$ cat config.mk
export PLATFORM = sky130hd
export DESIGN_NAME = stepper_pulse_train_generator
export DESIGN_NICKNAME = d
export VERILOG_FILES = /design/src/sv/spg_pkg.sv /design/src/sv/spg_div.sv /design/src/sv/spg_datapath.sv /design/src/sv/spg_ctrl.sv /design/src/sv/stepper_pulse_train_generator.sv
export SDC_FILE = /design/constraint.sdc
export NUM_CORES = 1
export LEC_CHECK = 0
export BUFFER_PORTS_ARGS = -buffer_cell sky130_fd_sc_hd__buf_2
export CORE_UTILIZATION = 60
export DETAILED_ROUTE_END_ITERATION = 8
export GPL_ROUTABILITY_DRIVEN = 0
export PLACE_DENSITY = 0.82
export SKIP_CTS_REPAIR_TIMING = 1
export SYNTH_ARGS = -nofsm -noshare
export SYNTH_HDL_FRONTEND = slang
export SYNTH_HIERARCHICAL = 1
export SYNTH_SLANG_ARGS = --single-unit
$ cat constraint.sdc
create_clock -name clk -period 7.5 [get_ports clk]
set_input_delay 0.75 -clock clk [delete_from_list [all_inputs] [get_ports clk]]
set_output_delay 0.75 -clock clk [all_outputs]
set_load 0.01 [all_outputs]
$ cat src/sv/spg_pkg.sv
package spg_pkg;

    localparam int DIV_W     = 32;
    localparam int RPM_W     = 16;
    localparam int PERIOD_W  = 16;
    localparam int PULSE_W   = 17;
    localparam int POS_W     = 32;
    localparam int STEPS_W   = 18;
    localparam int CMD_W     = 2;
    localparam int CFG_IDX_W = 4;
    localparam int CFG_DATA_W = 16;

    localparam int MAX_RPM_DEFAULT     = 1000;
    localparam int MOTOR_STEPS_DEFAULT = 200;

    localparam int TIMER_HZ       = 1000000;
    localparam int SECONDS_PER_MIN = 60;

    // rpm times steps per revolution fits in RATE_PROD_W bits; the scaled
    // reciprocal gives the exact floor of the division by 60 over that range
    localparam int RATE_PROD_W = 29;
    localparam int RECIP_W     = 30;
    localparam int RECIP_SHIFT = 35;
    localparam logic [RECIP_W-1:0] RATE_RECIP =
        RECIP_W'(((64'd1 << RECIP_SHIFT) + 64'(SECONDS_PER_MIN) - 64'd1)
                 / 64'(SECONDS_PER_MIN));

    localparam logic [PERIOD_W-1:0] PERIOD_MAX     = 16'hFFFF;
    localparam logic [PERIOD_W-1:0] PERIOD_MIN     = 16'd10;
    localparam logic [PERIOD_W-1:0] PERIOD_DEFAULT = 16'd100;

    localparam logic [CMD_W-1:0] CMD_TICK    = 2'd0;
    localparam logic [CMD_W-1:0] CMD_MOVE    = 2'd1;
    localparam logic [CMD_W-1:0] CMD_STOP    = 2'd2;
    localparam logic [CMD_W-1:0] CMD_SET_POS = 2'd3;

    localparam logic [CFG_IDX_W-1:0] REG_SPEED_RPM     = 4'd0;
    localparam logic [CFG_IDX_W-1:0] REG_DRIVER_ENABLE = 4'd1;

    typedef struct packed {
        logic take;
        logic div_start;
        logic period_default;
        logic period_quot;
    } ctrl_cmd_t;

    typedef struct packed {
        logic speed_wr;
        logic rpm_ok;
        logic rate_zero;
        logic div_done;
    } dp_status_t;

endpackage

$ cat src/sv/spg_div.sv
module spg_div (
    input  logic                      clk,
    input  logic                      rst_n,
    input  logic                      start,
    input  logic [spg_pkg::DIV_W-1:0] dividend,
    input  logic [spg_pkg::DIV_W-1:0] divisor,
    output logic                      done,
    output logic [spg_pkg::DIV_W-1:0] quotient
);
    import spg_pkg::*;

    localparam int CNT_W = $clog2(DIV_W);

    logic [DIV_W-1:0] rem_reg, rem_next;
    logic [DIV_W-1:0] quo_reg, quo_next;
    logic [DIV_W-1:0] dvs_reg, dvs_next;
    logic [CNT_W-1:0] cnt_reg, cnt_next;
    logic             busy_reg, busy_next;
    logic             done_reg, done_next;

    logic [DIV_W:0]   shifted;
    logic [DIV_W+1:0] diff;
    logic             ge;

    assign shifted = {rem_reg, quo_reg[DIV_W-1]};
    assign diff    = {1'b0, shifted} - {2'b00, dvs_reg};
    assign ge      = !diff[DIV_W+1];

    always_comb
    begin
        rem_next  = rem_reg;
        quo_next  = quo_reg;
        dvs_next  = dvs_reg;
        cnt_next  = cnt_reg;
        busy_next = busy_reg;
        done_next = 1'b0;
        if (start)
        begin
            rem_next  = '0;
            quo_next  = dividend;
            dvs_next  = divisor;
            cnt_next  = '0;
            busy_next = 1'b1;
        end
        else if (busy_reg)
        begin
            rem_next = ge ? diff[DIV_W-1:0] : shifted[DIV_W-1:0];
            quo_next = {quo_reg[DIV_W-2:0], ge};
            cnt_next = cnt_reg + 1'b1;
            if (cnt_reg == CNT_W'(DIV_W - 1))
            begin
                busy_next = 1'b0;
                done_next = 1'b1;
            end
        end
    end

    always_ff @(posedge clk or negedge rst_n)
    begin
        if (!rst_n)
        begin
            busy_reg <= 1'b0;
            done_reg <= 1'b0;
            cnt_reg  <= '0;
        end
        else
        begin
            busy_reg <= busy_next;
            done_reg <= done_next;
            cnt_reg  <= cnt_next;
        end
    end

    always_ff @(posedge clk)
    begin
        rem_reg <= rem_next;
        quo_reg <= quo_next;
        dvs_reg <= dvs_next;
    end

    assign done     = done_reg;
    assign quotient = quo_reg;

endmodule

$ cat src/sv/spg_datapath.sv
module spg_datapath #(
    parameter int MAX_RPM     = spg_pkg::MAX_RPM_DEFAULT,
    parameter int MOTOR_STEPS = spg_pkg::MOTOR_STEPS_DEFAULT
) (
    input  logic                                clk,
    input  logic                                rst_n,
    input  logic                                cfg_valid,
    input  logic                                cfg_ready,
    input  logic [spg_pkg::CFG_IDX_W-1:0]       cfg_index,
    input  logic [spg_pkg::CFG_DATA_W-1:0]      cfg_data,
    input  logic [spg_pkg::CMD_W-1:0]           cmd,
    input  logic signed [spg_pkg::STEPS_W-1:0]  steps,
    input  logic                                direction,
    input  logic signed [spg_pkg::POS_W-1:0]    new_position,
    input  spg_pkg::ctrl_cmd_t                  ctl,
    output spg_pkg::dp_status_t                 st,
    output logic                                step_level,
    output logic                                dir_level,
    output logic                                enable_level,
    output logic                                busy_res,
    output logic signed [spg_pkg::POS_W-1:0]    position
);
    import spg_pkg::*;

    localparam int SCALED_W = RATE_PROD_W + RECIP_W;

    logic                  cfg_wr;
    logic [RPM_W-1:0]      rpm_reg;
    logic                  enable_reg;
    logic [PERIOD_W-1:0]   period_reg, period_next;

    logic [PERIOD_W-1:0]   tick_reg, tick_next;
    logic [PULSE_W-1:0]    pulses_reg, pulses_next;
    logic [POS_W-1:0]      pos_reg, pos_next;
    logic                  dir_reg, dir_next;
    logic                  run_reg, run_next;
    logic                  step_reg, step_next;

    logic [RATE_PROD_W-1:0] prod_reg, prod_next;
    logic [SCALED_W-1:0]    scaled;
    logic [DIV_W-1:0]       rate_reg, rate_next;
    logic [DIV_W-1:0]       div_quot;
    logic                   div_done;

    logic [STEPS_W-1:0]    raw;
    logic [STEPS_W-1:0]    mag_abs;
    logic [PULSE_W-1:0]    mag;
    logic [PERIOD_W:0]     tick_inc;
    logic [PULSE_W-1:0]    pulses_dec;

    assign cfg_wr = cfg_valid && cfg_ready;

    always_ff @(posedge clk or negedge rst_n)
    begin
        if (!rst_n)
        begin
            rpm_reg    <= '0;
            enable_reg <= 1'b0;
        end
        else if (cfg_wr)
        begin
            if (cfg_index == REG_SPEED_RPM)
                rpm_reg <= cfg_data[RPM_W-1:0];
            if (cfg_index == REG_DRIVER_ENABLE)
                enable_reg <= cfg_data[0];
        end
    end

    assign prod_next = RATE_PROD_W'(rpm_reg) * RATE_PROD_W'(MOTOR_STEPS);
    assign scaled    = SCALED_W'(prod_reg) * SCALED_W'(RATE_RECIP);
    assign rate_next = DIV_W'(scaled >> RECIP_SHIFT);

    always_ff @(posedge clk)
    begin
        prod_reg <= prod_next;
        rate_reg <= rate_next;
    end

    spg_div u_div (
        .clk      (clk),
        .rst_n    (rst_n),
        .start    (ctl.div_start),
        .dividend (DIV_W'(TIMER_HZ)),
        .divisor  (rate_reg),
        .done     (div_done),
        .quotient (div_quot)
    );

    assign st.speed_wr  = cfg_wr && (cfg_index == REG_SPEED_RPM);
    assign st.rpm_ok    = (rpm_reg != '0) && (32'(rpm_reg) <= 32'(MAX_RPM));
    assign st.rate_zero = (rate_reg == '0);
    assign st.div_done  = div_done;

    always_comb
    begin
        period_next = period_reg;
        if (ctl.period_default)
            period_next = PERIOD_DEFAULT;
        else if (ctl.period_quot)
        begin
            if (div_quot > DIV_W'(PERIOD_MAX))
                period_next = PERIOD_MAX;
            else if (div_quot < DIV_W'(PERIOD_MIN))
                period_next = PERIOD_MIN;
            else
                period_next = div_quot[PERIOD_W-1:0];
        end
    end

    assign raw        = steps;
    assign mag_abs    = raw[STEPS_W-1] ? (~raw + 1'b1) : raw;
    assign mag        = mag_abs[STEPS_W-1] ? '1 : mag_abs[PULSE_W-1:0];
    assign tick_inc   = {1'b0, tick_reg} + 1'b1;
    assign pulses_dec = pulses_reg - 1'b1;

    always_comb
    begin
        tick_next   = tick_reg;
        pulses_next = pulses_reg;
        pos_next    = pos_reg;
        dir_next    = dir_reg;
        run_next    = run_reg;
        unique case (cmd)
            CMD_TICK:
            begin
                if (run_reg)
                begin
                    if (tick_inc > {1'b0, period_reg})
                    begin
                        tick_next   = '0;
                        pulses_next = pulses_dec;
                        if (pulses_dec == '0)
                            run_next = 1'b0;
                    end
                    else
                        tick_next = tick_inc[PERIOD_W-1:0];
                end
            end
            CMD_MOVE:
            begin
                if (!run_reg && (mag != '0))
                begin
                    dir_next    = direction;
                    pos_next    = direction ? (pos_reg + POS_W'(mag))
                                            : (pos_reg - POS_W'(mag));
                    pulses_next = mag;
                    tick_next   = '0;
                    run_next    = 1'b1;
                end
            end
            CMD_STOP:
            begin
                run_next    = 1'b0;
                pulses_next = '0;
                tick_next   = '0;
            end
            CMD_SET_POS:
            begin
                pos_next = new_position;
            end
            default:
            begin
                pos_next = pos_reg;
            end
        endcase
        step_next = run_next && (tick_next < (period_reg >> 1));
    end

    always_ff @(posedge clk or negedge rst_n)
    begin
        if (!rst_n)
        begin
            period_reg <= PERIOD_DEFAULT;
            tick_reg   <= '0;
            pulses_reg <= '0;
            pos_reg    <= '0;
            dir_reg    <= 1'b0;
            run_reg    <= 1'b0;
            step_reg   <= 1'b0;
        end
        else
        begin
            period_reg <= period_next;
            if (ctl.take)
            begin
                tick_reg   <= tick_next;
                pulses_reg <= pulses_next;
                pos_reg    <= pos_next;
                dir_reg    <= dir_next;
                run_reg    <= run_next;
                step_reg   <= step_next;
            end
        end
    end

    assign step_level   = step_reg;
    assign dir_level    = dir_reg;
    assign enable_level = enable_reg;
    assign busy_res     = run_reg;
    assign position     = $signed(pos_reg);

endmodule

$ cat src/sv/spg_ctrl.sv
module spg_ctrl (
    input  logic                clk,
    input  logic                rst_n,
    input  logic                in_valid,
    output logic                in_stall,
    output logic                out_valid,
    input  logic                out_stall,
    input  spg_pkg::dp_status_t st,
    output spg_pkg::ctrl_cmd_t  ctl
);
    import spg_pkg::*;

    typedef enum logic [2:0] {
        S_IDLE,
        S_CHECK,
        S_RATE,
        S_RATE_CHK,
        S_PERIOD
    } state_t;

    state_t state_reg, state_next;
    logic   out_valid_reg, out_valid_next;
    logic   out_blocked;

    assign out_blocked = out_valid_reg && out_stall;
    assign in_stall    = (state_reg != S_IDLE) || st.speed_wr || out_blocked;

    always_comb
    begin
        ctl            = '0;
        ctl.take       = in_valid && !in_stall;
        state_next     = state_reg;
        unique case (state_reg)
            S_IDLE:
            begin
                state_next = S_IDLE;
            end
            S_CHECK:
            begin
                if (st.rpm_ok)
                    state_next = S_RATE;
                else
                begin
                    ctl.period_default = 1'b1;
                    state_next         = S_IDLE;
                end
            end
            S_RATE:
            begin
                state_next = S_RATE_CHK;
            end
            S_RATE_CHK:
            begin
                if (st.rate_zero)
                begin
                    ctl.period_default = 1'b1;
                    state_next         = S_IDLE;
                end
                else
                begin
                    ctl.div_start = 1'b1;
                    state_next    = S_PERIOD;
                end
            end
            S_PERIOD:
            begin
                if (st.div_done)
                begin
                    ctl.period_quot = 1'b1;
                    state_next      = S_IDLE;
                end
            end
            default:
            begin
                state_next = S_IDLE;
            end
        endcase
        if (st.speed_wr)
            state_next = S_CHECK;
        if (ctl.take)
            out_valid_next = 1'b1;
        else
            out_valid_next = out_blocked;
    end

    always_ff @(posedge clk or negedge rst_n)
    begin
        if (!rst_n)
        begin
            state_reg     <= S_IDLE;
            out_valid_reg <= 1'b0;
        end
        else
        begin
            state_reg     <= state_next;
            out_valid_reg <= out_valid_next;
        end
    end

    assign out_valid = out_valid_reg;

endmodule

$ cat src/sv/stepper_pulse_train_generator.sv
// Step/direction pulse generator. Each item is a timebase tick, a start-move, a stop or a
// set-position command, and each item gives one result with the step, direction and enable
// line levels, the busy flag and the tracked position. Ticks run at one per cycle while the
// result side keeps up and no period update stalls the input. A write to speed_rpm starts
// a period update: rpm times the motor steps per revolution is divided by 60 with a
// reciprocal multiply over two register stages, and 1000000/rate then runs on a
// shift-subtract divider (one quotient bit per cycle). in_stall is high in the write cycle
// and through the check, rate and divide states (an rpm of zero or above MAX_RPM ends it
// at the check). Writes of driver_enable take effect at once; cfg_ready is always high.
module stepper_pulse_train_generator #(
    parameter int MAX_RPM     = spg_pkg::MAX_RPM_DEFAULT,
    parameter int MOTOR_STEPS = spg_pkg::MOTOR_STEPS_DEFAULT
) (
    input  logic                                clk,
    input  logic                                rst_n,
    input  logic                                in_valid,
    output logic                                in_stall,
    input  logic [spg_pkg::CMD_W-1:0]           cmd,
    input  logic signed [spg_pkg::STEPS_W-1:0]  steps,
    input  logic                                direction,
    input  logic signed [spg_pkg::POS_W-1:0]    new_position,
    output logic                                out_valid,
    input  logic                                out_stall,
    output logic                                step_level,
    output logic                                dir_level,
    output logic                                enable_level,
    output logic                                busy_res,
    output logic signed [spg_pkg::POS_W-1:0]    position,
    input  logic                                cfg_valid,
    output logic                                cfg_ready,
    input  logic [spg_pkg::CFG_IDX_W-1:0]       cfg_index,
    input  logic [spg_pkg::CFG_DATA_W-1:0]      cfg_data
);
    import spg_pkg::*;

    ctrl_cmd_t  ctl;
    dp_status_t st;

    assign cfg_ready = 1'b1;

    spg_ctrl u_ctrl (
        .clk       (clk),
        .rst_n     (rst_n),
        .in_valid  (in_valid),
        .in_stall  (in_stall),
        .out_valid (out_valid),
        .out_stall (out_stall),
        .st        (st),
        .ctl       (ctl)
    );

    spg_datapath #(
        .MAX_RPM     (MAX_RPM),
        .MOTOR_STEPS (MOTOR_STEPS)
    ) u_dp (
        .clk          (clk),
        .rst_n        (rst_n),
        .cfg_valid    (cfg_valid),
        .cfg_ready    (cfg_ready),
        .cfg_index    (cfg_index),
        .cfg_data     (cfg_data),
        .cmd          (cmd),
        .steps        (steps),
        .direction    (direction),
        .new_position (new_position),
        .ctl          (ctl),
        .st           (st),
        .step_level   (step_level),
        .dir_level    (dir_level),
        .enable_level (enable_level),
        .busy_res     (busy_res),
        .position     (position)
    );

endmodule

==> run_summary.xml <==
<?xml version="1.0" encoding="UTF-8"?>
<metrics>
  <group name="status">
    <metric name="result_of_the_run" unit="">finished clean</metric>
  </group>
  <group name="timing">
    <metric name="slew_viol_final" unit="">0</metric>
    <metric name="hold_violations" unit="">0</metric>
    <metric name="worstMarginPinSlew" unit="ns">1.261</metric>
    <metric name="max-slew-margin-rel" unit="">0.1584</metric>
    <metric name="final.period_utilization" unit="">0.8460</metric>
    <metric name="clock.fmax" unit="MHz">157.6</metric>
    <metric name="final.setup_skew" unit="ns">0.02073</metric>
    <metric name="hold_slack" unit="ns">0.1621</metric>
    <metric name="final-setup-viol-count" unit="">0</metric>
    <metric name="fin_setup_tns" unit="ns">0</metric>
    <metric name="grt_setup_unrepaired" unit="">no</metric>
    <metric name="finalCriticalPeriod" unit="ns">6.345</metric>
  </group>
  <group name="global_route">
    <metric name="grt_antenna_before_repair" unit="">0</metric>
    <metric name="overflow" unit="">0</metric>
    <metric name="global_route.usage.total" unit="">0.2682</metric>
    <metric name="vias_in_the_first_global_route" unit="">18410</metric>
    <metric name="pin_count_of_the_biggest_net_entering_global_routing" unit="">74</metric>
    <metric name="grt_pass1_wl" unit="um">85880</metric>
  </group>
  <group name="yosys">
    <metric name="synth_top_family_by_area" unit="">adder cells</metric>
    <metric name="synthArstFlopShare" unit="">0.4516</metric>
    <metric name="yosys.cell_types.count" unit="">112</metric>
    <metric name="synthesis.area" unit="mm2">0.02263</metric>
    <metric name="dominantRegCellSynth" unit="">dfrtp_1</metric>
    <metric name="yosys.area.top_type" unit="">ha_1</metric>
    <metric name="synth-seq-area-share" unit="">0.2726</metric>
    <metric name="post_synth_xor_area_fraction" unit="">0.04799</metric>
    <metric name="synth_enable_flop_cells" unit="">64</metric>
    <metric name="post_synthesis_cells" unit="">2484</metric>
    <metric name="synth_fa_ha_area_frac" unit="">0.2685</metric>
    <metric name="yosysWarningCount" unit="">6</metric>
    <metric name="synthTopCellsByArea" unit="">ha_1 20%, dfrtp_1 12%, edfxtp_1 8.5%</metric>
    <metric name="synth.avg_cell_area" unit="um2">9.110</metric>
    <metric name="synth_top_area_frac" unit="">0.1968</metric>
    <metric name="synthSimpleGateAreaFrac" unit="">0.1364</metric>
    <metric name="fraction_of_the_mapped_netlist_area_in_compound_gates" unit="">0.1746</metric>
    <metric name="synth_mux_area_frac" unit="">0.03163</metric>
    <metric name="yosys_register_bits" unit="">248</metric>
  </group>
  <group name="die">
    <metric name="num_rows" unit="">70</metric>
    <metric name="core_area" unit="mm2">0.03687</metric>
    <metric name="die_area" unit="mm2">0.03850</metric>
    <metric name="num_io_pins" unit="">117</metric>
    <metric name="floorplan.die.width" unit="um">196.2</metric>
    <metric name="start_util" unit="">0.6137</metric>
    <metric name="die_h" unit="um">196.2</metric>
  </group>
  <group name="worst_setup_path">
    <metric name="timing.critical_path.to_type" unit="">register</metric>
    <metric name="critPathArrivalTime" unit="ns">6.85</metric>
    <metric name="timing.critical_path.fanout_max" unit="">5</metric>
    <metric name="criticalPathCategory" unit="">reg -&gt; reg</metric>
    <metric name="critical_path.startpoint_type" unit="">register</metric>
    <metric name="worst-endpoint-required" unit="ns">8.01</metric>
  </group>
  <group name="layout">
    <metric name="layout_cell_area_excl_fill" unit="mm2">0.02460</metric>
    <metric name="count_of_antenna_diodes_in_the_layout" unit="">0</metric>
    <metric name="drive_gt1_frac" unit="">0.09801</metric>
    <metric name="areaGrowthSynthToFinish" unit="%">8.708</metric>
    <metric name="filler_cell_count_in_the_final_layout" unit="">2848</metric>
    <metric name="stdcell_count" unit="">3116</metric>
    <metric name="design.final.nets" unit="">3106</metric>
  </group>
  <group name="routing">
    <metric name="route.vias.total" unit="">18525</metric>
    <metric name="drt.antenna.violating_nets" unit="">0</metric>
    <metric name="post_drt_via_cell_ratio" unit="">5.945</metric>
    <metric name="route.detailed.wl_per_inst" unit="um">16.55</metric>
    <metric name="drt_pre_antenna_iters" unit="">5</metric>
    <metric name="routed_wirelength" unit="um">51560</metric>
    <metric name="drc" unit="">0</metric>
    <metric name="detail_route.iter0.violations" unit="">1186</metric>
  </group>
  <group name="placed_design">
    <metric name="detailedPlacementHpwl" unit="um">39480</metric>
    <metric name="total_cell_area_at_the_placement_stage" unit="mm2">0.02363</metric>
    <metric name="place_inst" unit="">3065</metric>
    <metric name="portBuffers" unit="">115</metric>
  </group>
  <group name="worst_hold_path">
    <metric name="hold_path.class" unit="">in -&gt; async</metric>
  </group>
  <group name="run">
    <metric name="cap_violations" unit="">0</metric>
  </group>
  <group name="clock_tree">
    <metric name="tritoncts_clock_tree" unit="">done</metric>
    <metric name="maximum_level_of_the_cts_h_tree" unit="">1</metric>
    <metric name="clk_root_buffer_cell" unit="">clkbuf_16</metric>
    <metric name="clkSinkCount" unit="">248</metric>
    <metric name="clkLatencyLatePin" unit="ns">0.58</metric>
    <metric name="tritoncts.num_buffers" unit="">28</metric>
    <metric name="clk_path_buf_depth" unit="">3</metric>
    <metric name="clkSlewWorstSetupHoldPaths" unit="ns">0.07</metric>
  </group>
</metrics>
## synth_stat cells (6+ instances only)
| cell | count |
|---|---|
| mux2i_1 | 31 |
| edfxtp_1 | 64 |
| a211oi_1 | 34 |
| a21oi_1 | 161 |
| a22o_1 | 19 |
| ha_1 | 356 |
| o221ai_1 | 7 |
| o21bai_1 | 14 |
| or2_2 | 13 |
| o211ai_1 | 11 |
| or3_1 | 13 |
| nand4_1 | 29 |
| buf_2 | 7 |
| o22ai_1 | 6 |
| a211o_1 | 8 |
| nand2b_1 | 13 |
| xnor2_1 | 73 |
| nor4_1 | 21 |
| and3_1 | 28 |
| a21boi_0 | 8 |
| o31ai_1 | 10 |
| a221o_1 | 13 |
| o21a_1 | 22 |
| dfxtp_1 | 72 |
| mux2_2 | 36 |
| nor3_1 | 37 |
| inv_1 | 287 |
| xor2_1 | 51 |
| fa_1 | 81 |
| buf_4 | 10 |
| a21o_1 | 44 |
| clkbuf_1 | 57 |
| o21ai_0 | 151 |
| dfrtp_1 | 109 |
| nand3_1 | 48 |
| nand2_1 | 186 |
| and2_1 | 10 |
| a31oi_1 | 27 |
| nor3b_1 | 8 |
| buf_1 | 8 |
| nor2b_1 | 19 |
| nor2_1 | 156 |
## metal layers
| layer | track usage | up-vias | share of wire |
|---|---|---|---|
| met3 | 0.03713 | 139 | 0.053 |
| met1 | 0.3457 | 8839 | 0.43 |
| met4 | 0.08391 | 0 | 0.029 |
| met2 | 0.4650 | 577 | 0.49 |
| li1 | - | 8970 | - |
| met5 | 0 | - | 0 |
## through the flow
stage                     setup WS, ns  utilization
after floorplan                  1.611            -
after CTS                        1.147       0.6672
after detailed placement        0.9181       0.6410
after global placement           1.137       0.6410
final                            1.155       0.6672
after global routing            0.6469       0.6672
## worst max-delay path: stages, from the launching register on
cell and delay [ns]:
dfxtp_1 0.40, inv_1 0.07, ha_1 0.31, fa_1 0.41, fa_1 0.50, inv_1 0.05
ha_1 0.27, inv_1 0.08, fa_1 0.53, inv_1 0.06, fa_1 0.47, ha_1 0.30
ha_1 0.32, a211oi_1 0.25, o22ai_1 0.12, nor4_1 0.25, nand4_1 0.17, a41oi_1 0.41
o21ai_0 0.25, a311o_1 0.38, a311oi_1 0.41, nand2b_1 0.18, xnor2_1 0.11
## cell usage in the layout, fill, tap and decap left out, types with 21 or more instances in the layout
cell type	instances
a31oi_1	27
nand3_1	48
inv_1	287
nor2_1	156
mux2i_1	31
nand4_1	29
o21ai_0	151
a21oi_1	161
and3_1	28
edfxtp_1	64
o21a_1	22
mux2_2	36
a21o_1	44
dfxtp_1	72
nand2_1	185
fa_1	81
nor4_1	21
xor2_1	51
ha_1	355
xnor2_1	73
nor3_1	37
conb_1	47
clkbuf_16	28
a211oi_1	34
buf_2	114
dfrtp_1	109
## cell families (layout without fill, tap and decap cells)
group	after synthesis	count (layout)
AOI/OAI and AO/OA	603	603
xor gates and xnor gates	124	124
adders and majority gates	437	437
buffers and inverters	380	464
DFF	248	248
muxes	67	67
other	3	47
and+or+nand+nor	622	622
## final cells by class
class	count	area, um2	share of cell area
multi-input cells	1900	15100	0.6138
flip-flops and latches	248	6170	0.2508
inverters	288	1081	0.04395
clock buffers	36	750.7	0.03052
repair buffers	125	653.1	0.02655
well taps	504	630.6	0.02563
clock inverters	15	215.2	0.008748
## final timing paths
kind	startpoint	end	slack [ns]	depth (start not counted)
hold / removal	rst_n	u_dp/tick_reg[11]	0.16	1
max in group asynchronous	rst_n	u_dp/rpm_reg[2]	5.97	2
setup reg to reg	u_dp/prod_reg[22]	u_dp/rate_reg[18]	1.16	22
min in group clk	cfg_data[8]	u_dp/rpm_reg[8]	0.39	3
hold reg to reg	u_dp/rpm_reg[0]	u_dp/prod_reg[3]	0.43	0
setup / recovery	u_dp/prod_reg[22]	u_dp/rate_reg[18]	1.16	22
Power is not shown: default switching activity piles up to over one toggle a cycle in this logic, so the estimate is an artifact.
